===== src/hw/rtl/dlpi_pkg.sv =====
// Shared widths, fixed-point constants and register indexes of the charge controller.
package dlpi_pkg;

    localparam int SAMPLE_W   = 16;                 // Q8.8 and Q2.14 fields
    localparam int GAIN_W     = 16;                 // gains, scaled 2^-20
    localparam int ERR_W      = SAMPLE_W + 1;       // signed difference of two samples
    localparam int PROD_W     = GAIN_W + 1 + ERR_W; // signed gain x error
    localparam int INTEG_W    = 40;                 // integrator width
    localparam int GAIN_FRAC  = 28;                 // fraction bits of a gain product
    localparam int REF_FRAC   = 8;                  // Q8.8
    localparam int DRIVE_FRAC = 14;                 // Q2.14
    localparam int CFG_IDX_W  = 3;

    typedef logic [CFG_IDX_W-1:0] cfg_idx_t;

    localparam cfg_idx_t CFG_CURRENT_REF_FLOOR     = 3'd0;
    localparam cfg_idx_t CFG_DRIVE_MAX             = 3'd1;
    localparam cfg_idx_t CFG_DRIVE_MIN             = 3'd2;
    localparam cfg_idx_t CFG_VOLTAGE_INTEGRAL_GAIN = 3'd3;
    localparam cfg_idx_t CFG_CURRENT_PROP_GAIN     = 3'd4;
    localparam cfg_idx_t CFG_CURRENT_INTEGRAL_GAIN = 3'd5;

    localparam logic [SAMPLE_W-1:0] RST_CURRENT_REF_FLOOR     = 16'd0;
    localparam logic [SAMPLE_W-1:0] RST_DRIVE_MAX             = 16'd16384;
    localparam logic [SAMPLE_W-1:0] RST_DRIVE_MIN             = 16'd8192;
    localparam logic [GAIN_W-1:0]   RST_VOLTAGE_INTEGRAL_GAIN = 16'd2097;
    localparam logic [GAIN_W-1:0]   RST_CURRENT_PROP_GAIN     = 16'd0;
    localparam logic [GAIN_W-1:0]   RST_CURRENT_INTEGRAL_GAIN = 16'd1398;

endpackage


===== src/hw/rtl/dlpi_sample_if.sv =====
// Input sample channel: valid/ready handshake with measurement payload.
interface dlpi_sample_if;
    logic                               valid;
    logic                               ready;
    logic [dlpi_pkg::SAMPLE_W-1:0]      battery_voltage;
    logic [dlpi_pkg::SAMPLE_W-1:0]      output_current;
    logic [dlpi_pkg::SAMPLE_W-1:0]      voltage_target;
    logic [dlpi_pkg::SAMPLE_W-1:0]      current_ceiling;
    logic                               loop_enable;

    modport source
    (
        output valid, battery_voltage, output_current, voltage_target, current_ceiling,
               loop_enable,
        input  ready
    );

    modport sink
    (
        input  valid, battery_voltage, output_current, voltage_target, current_ceiling,
               loop_enable,
        output ready
    );
endinterface


===== src/hw/rtl/dlpi_result_if.sv =====
// Result channel: valid/ready handshake with drive and current reference payload.
interface dlpi_result_if;
    logic                               valid;
    logic                               ready;
    logic [dlpi_pkg::SAMPLE_W-1:0]      frequency_drive;
    logic [dlpi_pkg::SAMPLE_W-1:0]      current_reference;
    logic                               drive_clamped;

    modport source
    (
        output valid, frequency_drive, current_reference, drive_clamped,
        input  ready
    );

    modport sink
    (
        input  valid, frequency_drive, current_reference, drive_clamped,
        output ready
    );
endinterface


===== src/hw/rtl/dlpi_mul_unit.sv =====
// Shared registered multiplier: unsigned gain times signed error.
module dlpi_mul_unit
(
    input  logic                                  clk,
    input  logic                                  en,
    input  logic [dlpi_pkg::GAIN_W-1:0]           gain,
    input  logic signed [dlpi_pkg::ERR_W-1:0]     err,
    output logic signed [dlpi_pkg::PROD_W-1:0]    product_reg
);

    logic signed [dlpi_pkg::PROD_W-1:0] product_next;

    assign product_next = $signed({1'b0, gain}) * err;

    always_ff @(posedge clk)
    begin
        if (en)
        begin
            product_reg <= product_next;
        end
    end

endmodule


===== src/hw/rtl/dual_loop_pi_charge_controller_unit.sv =====
// Cascaded voltage/current PI charge controller, top level.
// An enabled sample steps through VMUL, VCLAMP, IERR, IMUL, PMUL and DCLAMP to DONE, a disabled
// one straight to DONE; the result loads once the output is free, and only IDLE takes a sample.
// The three gain products share one registered 17x17 multiplier, stepped by the sequencer.
// Reset (rst_n, async, active low): registers take their defaults, both integrators 1.0,
// no result pending, ready for a sample in the first cycle.
module dual_loop_pi_charge_controller_unit
#(
    parameter int INTEGRATOR_FRACTION_BITS = 20
)
(
    input  logic                            clk,
    input  logic                            rst_n,
    dlpi_sample_if.sink                     sample,
    dlpi_result_if.source                   result,
    input  logic                            cfg_write,
    input  logic [dlpi_pkg::CFG_IDX_W-1:0]  cfg_index,
    input  logic [dlpi_pkg::SAMPLE_W-1:0]   cfg_data
);

    localparam int IW      = dlpi_pkg::INTEG_W;
    localparam int SW      = dlpi_pkg::SAMPLE_W;
    localparam int PW      = dlpi_pkg::PROD_W;
    localparam int PROD_SH = dlpi_pkg::GAIN_FRAC - INTEGRATOR_FRACTION_BITS;
    localparam int REF_SH  = INTEGRATOR_FRACTION_BITS - dlpi_pkg::REF_FRAC;
    localparam int DRV_SH  = INTEGRATOR_FRACTION_BITS - dlpi_pkg::DRIVE_FRAC;
    localparam int DRV_L   = (DRV_SH > 0) ? DRV_SH : 0;
    localparam int DRV_R   = (DRV_SH < 0) ? -DRV_SH : 0;
    localparam logic signed [IW-1:0] ONE_INTEG = IW'(1) << INTEGRATOR_FRACTION_BITS;

    typedef enum logic [2:0]
    {
        ST_IDLE,
        ST_VMUL,
        ST_VCLAMP,
        ST_IERR,
        ST_IMUL,
        ST_PMUL,
        ST_DCLAMP,
        ST_DONE
    } state_t;

    state_t state_reg;

    // configuration
    logic [SW-1:0]                  ref_floor_reg;
    logic [SW-1:0]                  drive_max_reg;
    logic [SW-1:0]                  drive_min_reg;
    logic [dlpi_pkg::GAIN_W-1:0]    vi_gain_reg;
    logic [dlpi_pkg::GAIN_W-1:0]    cp_gain_reg;
    logic [dlpi_pkg::GAIN_W-1:0]    ci_gain_reg;

    // loop state
    logic signed [IW-1:0]           vint_reg;
    logic signed [IW-1:0]           cint_reg;
    logic                           out_valid_reg;

    // per-sample working registers
    logic signed [dlpi_pkg::ERR_W-1:0] err_reg;
    logic signed [dlpi_pkg::ERR_W-1:0] err_next;
    logic [SW-1:0]                  iout_reg;
    logic [SW-1:0]                  ceil_reg;
    logic [SW-1:0]                  iref_reg;
    logic [SW-1:0]                  drive_reg;
    logic                           clamp_reg;
    logic signed [IW-1:0]           ci_reg;
    logic [SW-1:0]                  out_drive_reg;
    logic [SW-1:0]                  out_iref_reg;
    logic                           out_clamp_reg;

    // arithmetic
    logic                           mul_en;
    logic [dlpi_pkg::GAIN_W-1:0]    mul_gain;
    logic signed [PW-1:0]           product;
    logic signed [IW-1:0]           prod_scaled;
    logic signed [IW-1:0]           vi;
    logic signed [IW-1:0]           v_hi;
    logic signed [IW-1:0]           v_lo;
    logic signed [IW-1:0]           vi_shifted;
    logic signed [IW-1:0]           ci_sum;
    logic signed [IW-1:0]           co;
    logic signed [IW-1:0]           d_hi;
    logic signed [IW-1:0]           d_lo;
    logic signed [IW-1:0]           co_shifted;
    logic                           accept;
    logic                           out_load;

    assign accept   = sample.valid && sample.ready;
    assign out_load = (state_reg == ST_DONE) && (!out_valid_reg || result.ready);

    // shared multiplier: operand select follows the sequencer
    always_comb
    begin
        mul_en = 1'b0;
        mul_gain = vi_gain_reg;
        case (state_reg)
            ST_VMUL:
            begin
                mul_en = 1'b1;
                mul_gain = vi_gain_reg;
            end
            ST_IMUL:
            begin
                mul_en = 1'b1;
                mul_gain = ci_gain_reg;
            end
            ST_PMUL:
            begin
                mul_en = 1'b1;
                mul_gain = cp_gain_reg;
            end
            default:
            begin
                mul_en = 1'b0;
                mul_gain = vi_gain_reg;
            end
        endcase
    end

    dlpi_mul_unit u_mul
    (
        .clk         (clk),
        .en          (mul_en),
        .gain        (mul_gain),
        .err         (err_reg),
        .product_reg (product)
    );

    // product to 2^-F, floor
    assign prod_scaled = $signed({{(IW - PW){product[PW-1]}}, product}) >>> PROD_SH;

    // voltage loop
    assign vi         = vint_reg + prod_scaled;
    assign v_hi       = $signed(IW'(ceil_reg) << REF_SH);
    assign v_lo       = $signed(IW'(ref_floor_reg) << REF_SH);
    assign vi_shifted = vi >>> REF_SH;

    // current loop
    assign ci_sum     = cint_reg + prod_scaled;
    assign co         = prod_scaled + ci_reg;
    assign d_hi       = $signed((IW'(drive_max_reg) << DRV_L) >> DRV_R);
    assign d_lo       = $signed((IW'(drive_min_reg) << DRV_L) >> DRV_R);
    assign co_shifted = (co <<< DRV_R) >>> DRV_L;

    always_comb
    begin
        if (state_reg == ST_IDLE)
        begin
            err_next = $signed({1'b0, sample.voltage_target})
                     - $signed({1'b0, sample.battery_voltage});
        end
        else
        begin
            err_next = $signed({1'b0, iout_reg}) - $signed({1'b0, iref_reg});
        end
    end

    assign sample.ready             = (state_reg == ST_IDLE);
    assign result.valid             = out_valid_reg;
    assign result.frequency_drive   = out_drive_reg;
    assign result.current_reference = out_iref_reg;
    assign result.drive_clamped     = out_clamp_reg;

    always_ff @(posedge clk or negedge rst_n)
    begin
        if (!rst_n)
        begin
            state_reg     <= ST_IDLE;
            out_valid_reg <= 1'b0;
            vint_reg      <= ONE_INTEG;
            cint_reg      <= ONE_INTEG;
            ref_floor_reg <= dlpi_pkg::RST_CURRENT_REF_FLOOR;
            drive_max_reg <= dlpi_pkg::RST_DRIVE_MAX;
            drive_min_reg <= dlpi_pkg::RST_DRIVE_MIN;
            vi_gain_reg   <= dlpi_pkg::RST_VOLTAGE_INTEGRAL_GAIN;
            cp_gain_reg   <= dlpi_pkg::RST_CURRENT_PROP_GAIN;
            ci_gain_reg   <= dlpi_pkg::RST_CURRENT_INTEGRAL_GAIN;
        end
        else
        begin
            if (cfg_write)
            begin
                unique case (cfg_index)
                    dlpi_pkg::CFG_CURRENT_REF_FLOOR:     ref_floor_reg <= cfg_data;
                    dlpi_pkg::CFG_DRIVE_MAX:             drive_max_reg <= cfg_data;
                    dlpi_pkg::CFG_DRIVE_MIN:             drive_min_reg <= cfg_data;
                    dlpi_pkg::CFG_VOLTAGE_INTEGRAL_GAIN: vi_gain_reg   <= cfg_data;
                    dlpi_pkg::CFG_CURRENT_PROP_GAIN:     cp_gain_reg   <= cfg_data;
                    dlpi_pkg::CFG_CURRENT_INTEGRAL_GAIN: ci_gain_reg   <= cfg_data;
                    default:                             ;
                endcase
            end

            if (out_load)
            begin
                out_valid_reg <= 1'b1;
            end
            else if (result.ready)
            begin
                out_valid_reg <= 1'b0;
            end

            unique case (state_reg)
                ST_IDLE:
                begin
                    if (accept)
                    begin
                        if (sample.loop_enable)
                        begin
                            state_reg <= ST_VMUL;
                        end
                        else
                        begin
                            cint_reg  <= d_hi;
                            state_reg <= ST_DONE;
                        end
                    end
                end
                ST_VMUL:   state_reg <= ST_VCLAMP;
                ST_VCLAMP:
                begin
                    // anti-windup: keep integrator when the reference is clamped
                    if (!(vi > v_hi) && !(vi < v_lo))
                    begin
                        vint_reg <= vi;
                    end
                    state_reg <= ST_IERR;
                end
                ST_IERR:   state_reg <= ST_IMUL;
                ST_IMUL:   state_reg <= ST_PMUL;
                ST_PMUL:   state_reg <= ST_DCLAMP;
                ST_DCLAMP:
                begin
                    if (!(co > d_hi) && !(co < d_lo))
                    begin
                        cint_reg <= ci_reg;
                    end
                    state_reg <= ST_DONE;
                end
                ST_DONE:
                begin
                    if (out_load)
                    begin
                        state_reg <= ST_IDLE;
                    end
                end
                default:   state_reg <= ST_IDLE;
            endcase
        end
    end

    // datapath registers, no reset needed
    always_ff @(posedge clk)
    begin
        if (accept)
        begin
            iout_reg  <= sample.output_current;
            ceil_reg  <= sample.current_ceiling;
            err_reg   <= err_next;
            iref_reg  <= '0;
            drive_reg <= drive_max_reg;
            clamp_reg <= 1'b0;
        end

        if (state_reg == ST_VCLAMP)
        begin
            if (vi > v_hi)
            begin
                iref_reg <= ceil_reg;
            end
            else if (vi < v_lo)
            begin
                iref_reg <= ref_floor_reg;
            end
            else
            begin
                iref_reg <= vi_shifted[SW-1:0];
            end
        end

        if (state_reg == ST_IERR)
        begin
            err_reg <= err_next;
        end

        if (state_reg == ST_PMUL)
        begin
            ci_reg <= ci_sum;
        end

        if (state_reg == ST_DCLAMP)
        begin
            if (co > d_hi)
            begin
                drive_reg <= drive_max_reg;
                clamp_reg <= 1'b1;
            end
            else if (co < d_lo)
            begin
                drive_reg <= drive_min_reg;
                clamp_reg <= 1'b1;
            end
            else
            begin
                drive_reg <= co_shifted[SW-1:0];
                clamp_reg <= 1'b0;
            end
        end

        if (out_load)
        begin
            out_drive_reg <= drive_reg;
            out_iref_reg  <= iref_reg;
            out_clamp_reg <= clamp_reg;
        end
    end

`ifndef SYNTHESIS
    // integrators only ever take values inside non-negative clamps
    a_vint_nonneg: assert property (@(posedge clk) disable iff (!rst_n) !vint_reg[IW-1])
        else $error("voltage integrator went negative");

    a_cint_nonneg: assert property (@(posedge clk) disable iff (!rst_n) !cint_reg[IW-1])
        else $error("current integrator went negative");

    a_disable_forces_max: assert property (@(posedge clk) disable iff (!rst_n)
        (accept && !sample.loop_enable) |=> (state_reg == ST_DONE && cint_reg == d_hi))
        else $error("disabled sample did not force the current integrator to the maximum");

    a_clamp_at_limit: assert property (@(posedge clk) disable iff (!rst_n)
        (result.valid && result.drive_clamped) |->
            (result.frequency_drive == drive_max_reg || result.frequency_drive == drive_min_reg))
        else $error("clamped drive is not at a limit");
`endif

endmodule


===== src/flat_wrapper.sv =====
// flat-port wrapper written by rule: the top's interface ports become plain ports
module dual_loop_pi_charge_controller_unit_flat 
#(
    parameter int INTEGRATOR_FRACTION_BITS = 20
)
  (clk, rst_n, cfg_write, cfg_index, cfg_data, sample_valid, sample_battery_voltage, sample_output_current, sample_voltage_target, sample_current_ceiling, sample_loop_enable, sample_ready, result_valid, result_frequency_drive, result_current_reference, result_drive_clamped, result_ready);
  dlpi_sample_if sample_i ();
  dlpi_result_if result_i ();
  input  logic clk;
  input  logic rst_n;
  input  logic cfg_write;
  input  logic [dlpi_pkg::CFG_IDX_W-1:0] cfg_index;
  input  logic [dlpi_pkg::SAMPLE_W-1:0] cfg_data;
  input wire logic [$bits(sample_i.valid)-1:0] sample_valid;
  input wire logic [$bits(sample_i.battery_voltage)-1:0] sample_battery_voltage;
  input wire logic [$bits(sample_i.output_current)-1:0] sample_output_current;
  input wire logic [$bits(sample_i.voltage_target)-1:0] sample_voltage_target;
  input wire logic [$bits(sample_i.current_ceiling)-1:0] sample_current_ceiling;
  input wire logic [$bits(sample_i.loop_enable)-1:0] sample_loop_enable;
  output wire logic [$bits(sample_i.ready)-1:0] sample_ready;
  output wire logic [$bits(result_i.valid)-1:0] result_valid;
  output wire logic [$bits(result_i.frequency_drive)-1:0] result_frequency_drive;
  output wire logic [$bits(result_i.current_reference)-1:0] result_current_reference;
  output wire logic [$bits(result_i.drive_clamped)-1:0] result_drive_clamped;
  input wire logic [$bits(result_i.ready)-1:0] result_ready;
  assign sample_i.valid = sample_valid;
  assign sample_i.battery_voltage = sample_battery_voltage;
  assign sample_i.output_current = sample_output_current;
  assign sample_i.voltage_target = sample_voltage_target;
  assign sample_i.current_ceiling = sample_current_ceiling;
  assign sample_i.loop_enable = sample_loop_enable;
  assign sample_ready = sample_i.ready;
  assign result_valid = result_i.valid;
  assign result_frequency_drive = result_i.frequency_drive;
  assign result_current_reference = result_i.current_reference;
  assign result_drive_clamped = result_i.drive_clamped;
  assign result_i.ready = result_ready;
  dual_loop_pi_charge_controller_unit #(.INTEGRATOR_FRACTION_BITS(INTEGRATOR_FRACTION_BITS)) u_core (.clk(clk), .rst_n(rst_n), .sample(sample_i), .result(result_i), .cfg_write(cfg_write), .cfg_index(cfg_index), .cfg_data(cfg_data));
endmodule

===== config.mk =====
export PLATFORM = sky130hd
export DESIGN_NAME = dual_loop_pi_charge_controller_unit_flat
export DESIGN_NICKNAME = d
export VERILOG_FILES = /design/src/hw/rtl/dlpi_pkg.sv /design/src/hw/rtl/dlpi_sample_if.sv /design/src/hw/rtl/dlpi_result_if.sv /design/src/hw/rtl/dlpi_mul_unit.sv /design/src/hw/rtl/dual_loop_pi_charge_controller_unit.sv /design/src/flat_wrapper.sv
export SDC_FILE = /design/constraint.sdc
export NUM_CORES = 2
export LEC_CHECK = 0
export BUFFER_PORTS_ARGS = -buffer_cell sky130_fd_sc_hd__buf_2
export CAP_MARGIN = 10
export CORE_AREA = 2 2 233 235
export DETAILED_ROUTE_END_ITERATION = 10
export DIE_AREA = 0 0 235 237
export GPL_TIMING_DRIVEN = 0
export PLACE_DENSITY_LB_ADDON = 0.3
export SYNTH_ARGS = -nofsm -noshare
export SYNTH_HDL_FRONTEND = slang
export SYNTH_SLANG_ARGS = --single-unit

===== constraint.sdc =====
create_clock -name clk -period 12.86 [get_ports clk]
set_clock_uncertainty 0.05 [all_clocks]
set_input_delay 0.643 -clock clk [delete_from_list [all_inputs] [get_ports clk]]
set_output_delay 0.643 -clock clk [all_outputs]
set_load 0.005 [all_outputs]

# Word level (Yosys, flattened, before mapping)
# Index checks and enable logic that the tools add are counted.
# classes
n_lt_le_gt_ge	4
add_sub_neg	5
reduce_logical	27
n_eq_ne	16
multipliers	1
mux	27
# ops
cell	count
$mux W16	8
$mux W40	3
$add A40 B26 Y40	2
$pmux W40 S2	1
$mux W17	3
$add A26 B40 Y40	1
$gt A40 B23 Y1	1
$gt A40 B29 Y1	1
$lt A40 B23 Y1	1
$lt A40 B29 Y1	1
$mul A17 B17 Y34	1
$sub A16 B16 Y17	2
$pmux W16 S2	1
$pmux W3 S8	1
$eq A3 B3 Y1 const B	6
$reduce_and A2 Y1	8
$eq A3 B2 Y1 const B	4
$reduce_bool A2 Y1	5
$mux W3	3
$mux W1	7
$eq A3 B1 Y1 const B	2
$logic_not A3 Y1	2
$logic_not A1 Y1	5
$logic_and A1 B1 Y1	4
5 further kinds	7
# totals
out_inout_bits	35
register_bits	369
inputBits	89
elab_cells	101

# Longest topological paths before layout
# logic_depth
word_depth	6
mapped_depth	32
ltp_nobuf	30

# By module
# From an unflattened synthesis, not the netlist that was laid out.
# unflattened
cells_unflattened	3444
area_unflattened_um2	33288.2
# by_module_without_submodules
mod	cells_each	seq_area_each_um2	instances	area_each_um2
dual_loop_pi_charge_controller_unit	2281	9177.6	1	22541.6
dlpi_mul_unit	1163	1021.0	1	10746.6

# Worst setup path before layout
# Ideal clock, no wire load.
# synth_timing
kind	flip-flop to flip-flop
start	register u_core.state_reg[1]
end	register u_core.u_mul.product_reg[32] in the netlist's numbering, data pin
n_path_buf	2
stages_incl_launch_ff	30
t_arrival_ns	8.301
setup_time_ns	0.258
period_less_slack_ns	8.609
t_required_ns	12.552
slack_ns	4.251
cell_sequence	dfrtp_1 > inv_1 > ha_1 > clkbuf_1 > and2_1 > a221o_1 > clkbuf_1 > nand2_1 > fa_1 > fa_1 > inv_1 > fa_1 > fa_1 > fa_1 > inv_1 > fa_1 > inv_1 > ha_1 > and4_1 > nand2_1 > o221ai_1 > a41oi_1 > o21ai_0 > a41oi_1 > o21ai_0 > nor4_1 > nor4b_1 > o21a_1 > nor2_1 > xnor2_1
# synth_between
elab_chain_len	3
elab_cells_between_ends	4
cone_classes	mul: 1; eq/ne: 2; mux: 1
# synth_lines
item	line	rtl
start: declaration	dual_loop_pi_charge_controller_unit.sv:43	state_t state_reg;
start signal: assignment	dual_loop_pi_charge_controller_unit.sv:168	state_reg <= ST_IDLE;
start signal: assignment	dual_loop_pi_charge_controller_unit.sv:210	state_reg <= ST_VMUL;
start signal: assignment	dual_loop_pi_charge_controller_unit.sv:215	state_reg <= ST_DONE;
$eq A3 B3 Y1	dual_loop_pi_charge_controller_unit.sv:96	case (state_reg)
$pmux W16 S2 *	dual_loop_pi_charge_controller_unit.sv:96	
$mul A17 B17 Y34 *	dlpi_mul_unit.sv:13	assign product_next = $signed({1'b0, gain}) * err;
named net u_core.u_mul.product_next (one bit)	dlpi_mul_unit.sv:11	logic signed [dlpi_pkg::PROD_W-1:0] product_next;
end signal: assignment	dlpi_mul_unit.sv:19	product_reg <= product_next;
end: declaration	dlpi_mul_unit.sv:8	output logic signed [dlpi_pkg::PROD_W-1:0] product_reg
# The timed path passes the listed nets; every way through them passes the cells marked *.
# A chain may end at the register's enable or synchronous reset.

# Worst setup path after layout
# layout_timing
start	register u_core.state_reg[0]
end	register u_core.u_mul.product_reg[33] in the netlist's numbering, data pin
# The elaborated chain is that of the path after synthesis.

==> impl_metrics.toml <==
[status]
status = "finished with violations"
violations = "negative hold slack"

[timing]
finalHoldViolations = 3
hold_slack_ns = -0.0129
slew_headroom_pct = 23.1
fin_setup_tns_ns = 0
setup_viol = 0
post-route-period-util_pct = 77.0
rsz0062_at_grt = "false"
drv_slew = 0
worst_pin_slew_ns = 1.15
fmax_ghz = 0.101
finalCriticalPeriod_ns = 9.90

[placed_design]
gp_congestion = 0.967
hpwlAfterDp_um = 70700
port_buffers = 123

[logic_synthesis]
synth_ff_type = "edfxtp_1"
synth_fp_nets = 3908
yosysMostFrequentCell = "inv_1"
yosys.area.top_type_share_pct = 17.1
postSynthCellCount = 3267
ys_seq_area_share_pct = 31.4
synth_area_per_cell_sq_um = 9.71
synth_area_leader_cell = "edfxtp_1"
ys_ff_latch = 361
synthArstFlopShare_pct = 49.9
synth-edff-count = 181
yosys-top-cells-area = "edfxtp_1, fa_1, ha_1"
synth_cell_types = 81
syn_area_sq_um = 31700
yosys-top-cells-count = "inv_1, ha_1, nand2_1"
yosysWarnings = 0

[clock_tree]
clk_latency_ns = 0.57
path_clk_slew_ns = 0.06
cts_setup_buffers = 0
htree_levels = 2
cts_resized = 0
cts-hold-fix-buffers = 0
cts.sinks = 361
numCtsBuffers = 39
cts_tree = "done"
clockBufferDepth = 3
cts_root_buf = "clkbuf_16"

[finish]
seqCellArea_sq_um = 9960
drive_above_1_share_pct = 9.98
multi_input_area_sq_um = 19700
fill_cells = 4230
syn2layout_area_growth_pct = 9.63
finalNetCount = 4079

[detailed_routing]
drt_wl_total_um = 88600
drc = 0
dr.pass1.iters = 6
drt_iter0_markers = 1730
wl_per_cell_um = 21.3
via_per_inst = 5.99
vias = 25000
ant_nets = 0

[floorplan]
rows = 85
start_util_pct = 59.5
dieArea_sq_um = 55700
dieHeight_um = 237
die_w_um = 235
io_pins = 124
core_sq_um = 53300

[run]
max_cap_viol_count = 0

[critical_path]
worst_path_max_delay_cell = "nor4b_1"
cp_max_fo = 10
rr_worst_depth = 31
endpoint_kind = "register"
arrival_ns = 10.14
required_ns = 13.11
setup.worst_path.start_class = "register"
crit_type = "register to register"
slowest_delay_ns = 0.65

[global_route]
antenna_found_initial = 1
grt_use_total_pct = 32.3
grt_pass1_wl_um = 141000
grt-ovfl-total = 0
grt_max_degree = 110
grt_pass1_vias = 25500

[hold_path]
min_path_type = "input pin to async pin"
final timing paths:
path                                                      start                                           to  slack, ns
worst max-delay path            u_core.state_reg[0]$_DFFE_PN0P_       u_core.u_mul.product_reg[33]$_DFFE_PP_       2.96
worst min-delay path                                      rst_n         u_core.drive_min_reg[11]$_DFFE_PN0P_      -0.01
worst max register to register  u_core.state_reg[0]$_DFFE_PN0P_       u_core.u_mul.product_reg[33]$_DFFE_PP_       2.96
worst min register to register   u_core.drive_reg[13]$_DFFE_PP_  u_core.result.frequency_drive[13]$_DFFE_PP_       0.37
max in group asynchronous                                 rst_n         u_core.ref_floor_reg[11]$_DFFE_PN0P_      11.80
min in group clk                     sample_current_ceiling[14]                u_core.ceil_reg[14]$_DFFE_PP_       0.20
critical path, delay by kind of cell, from the launching register on:
kind,cells,cell delay [ns]
flops,1,0.40
compound gates,7,2.06
buf+inv,9,1.65
xor+xnor,1,0.19
fa+ha+maj,8,3.84
simple gates,6,1.41
cell usage in the layout (no fill, tap or decap), types with 132 or more instances in the layout:
master    count
edfxtp_1    181
ha_1        339
inv_1       447
nor2_1      160
dfrtp_1     165
o21ai_0     168
nand2_1     292
and2_1      161
a21oi_1     187
buf_2       132
fa_1        213
area by class of cell:
type | instances | area share (%)
flip-flops and latches | 361 | 28.6
diodes | 1 | 0.00719
clock buffers | 52 | 3.31
inverters | 447 | 4.82
multi-input cells | 2365 | 56.7
repair buffers | 130 | 2.28
plain buffers | 94 | 1.12
clock inverters | 19 | 0.651
well taps | 696 | 2.50
kinds of logic after synthesis:
family / after synthesis / synth area share [%]
adder cells (fa/ha/maj): 552 / 26.8
XOR/XNOR: 127 / 3.51
flip-flops: 361 / 31.4
buffers and inverters: 541 / 6.51
AND/OR/NAND/NOR: 887 / 13.9
multiplexers: 105 / 3.62
AO/OA/AOI/OAI: 694 / 14.2
per-layer routing:
metal  wire [um]  vias to the layer above  global-route usage [%]
met2       41900                      850                    53.9
met5          12                        -                       0
li1            -                    11600                       -
met3        5370                      211                    5.29
met4        4590                        2                    14.6
met1       36700                    12300                    41.4
through the flow:
| stage | area (sq um) | setup WS, ns | cells | util (%) | hold WS, ns |
|---|---|---|---|---|---|
| after floorplan | 31700 | 4.25 | 3267 | - | 0.297 |
| after global placement | 33200 | 2.29 | 4086 | 62.3 | 0.350 |
| after detailed placement | 33400 | 3.10 | 4092 | 62.7 | 0.357 |
| after CTS | 34800 | 2.97 | 4163 | 65.3 | 0.00651 |
| after global routing | 34800 | 2.26 | 4164 | 65.3 | 0.0227 |
| final | 34800 | 2.96 | 4165 | 65.3 | -0.0129 |
Power is not shown: default switching activity piles up to over one toggle a cycle in this logic, so the estimate is an artifact.
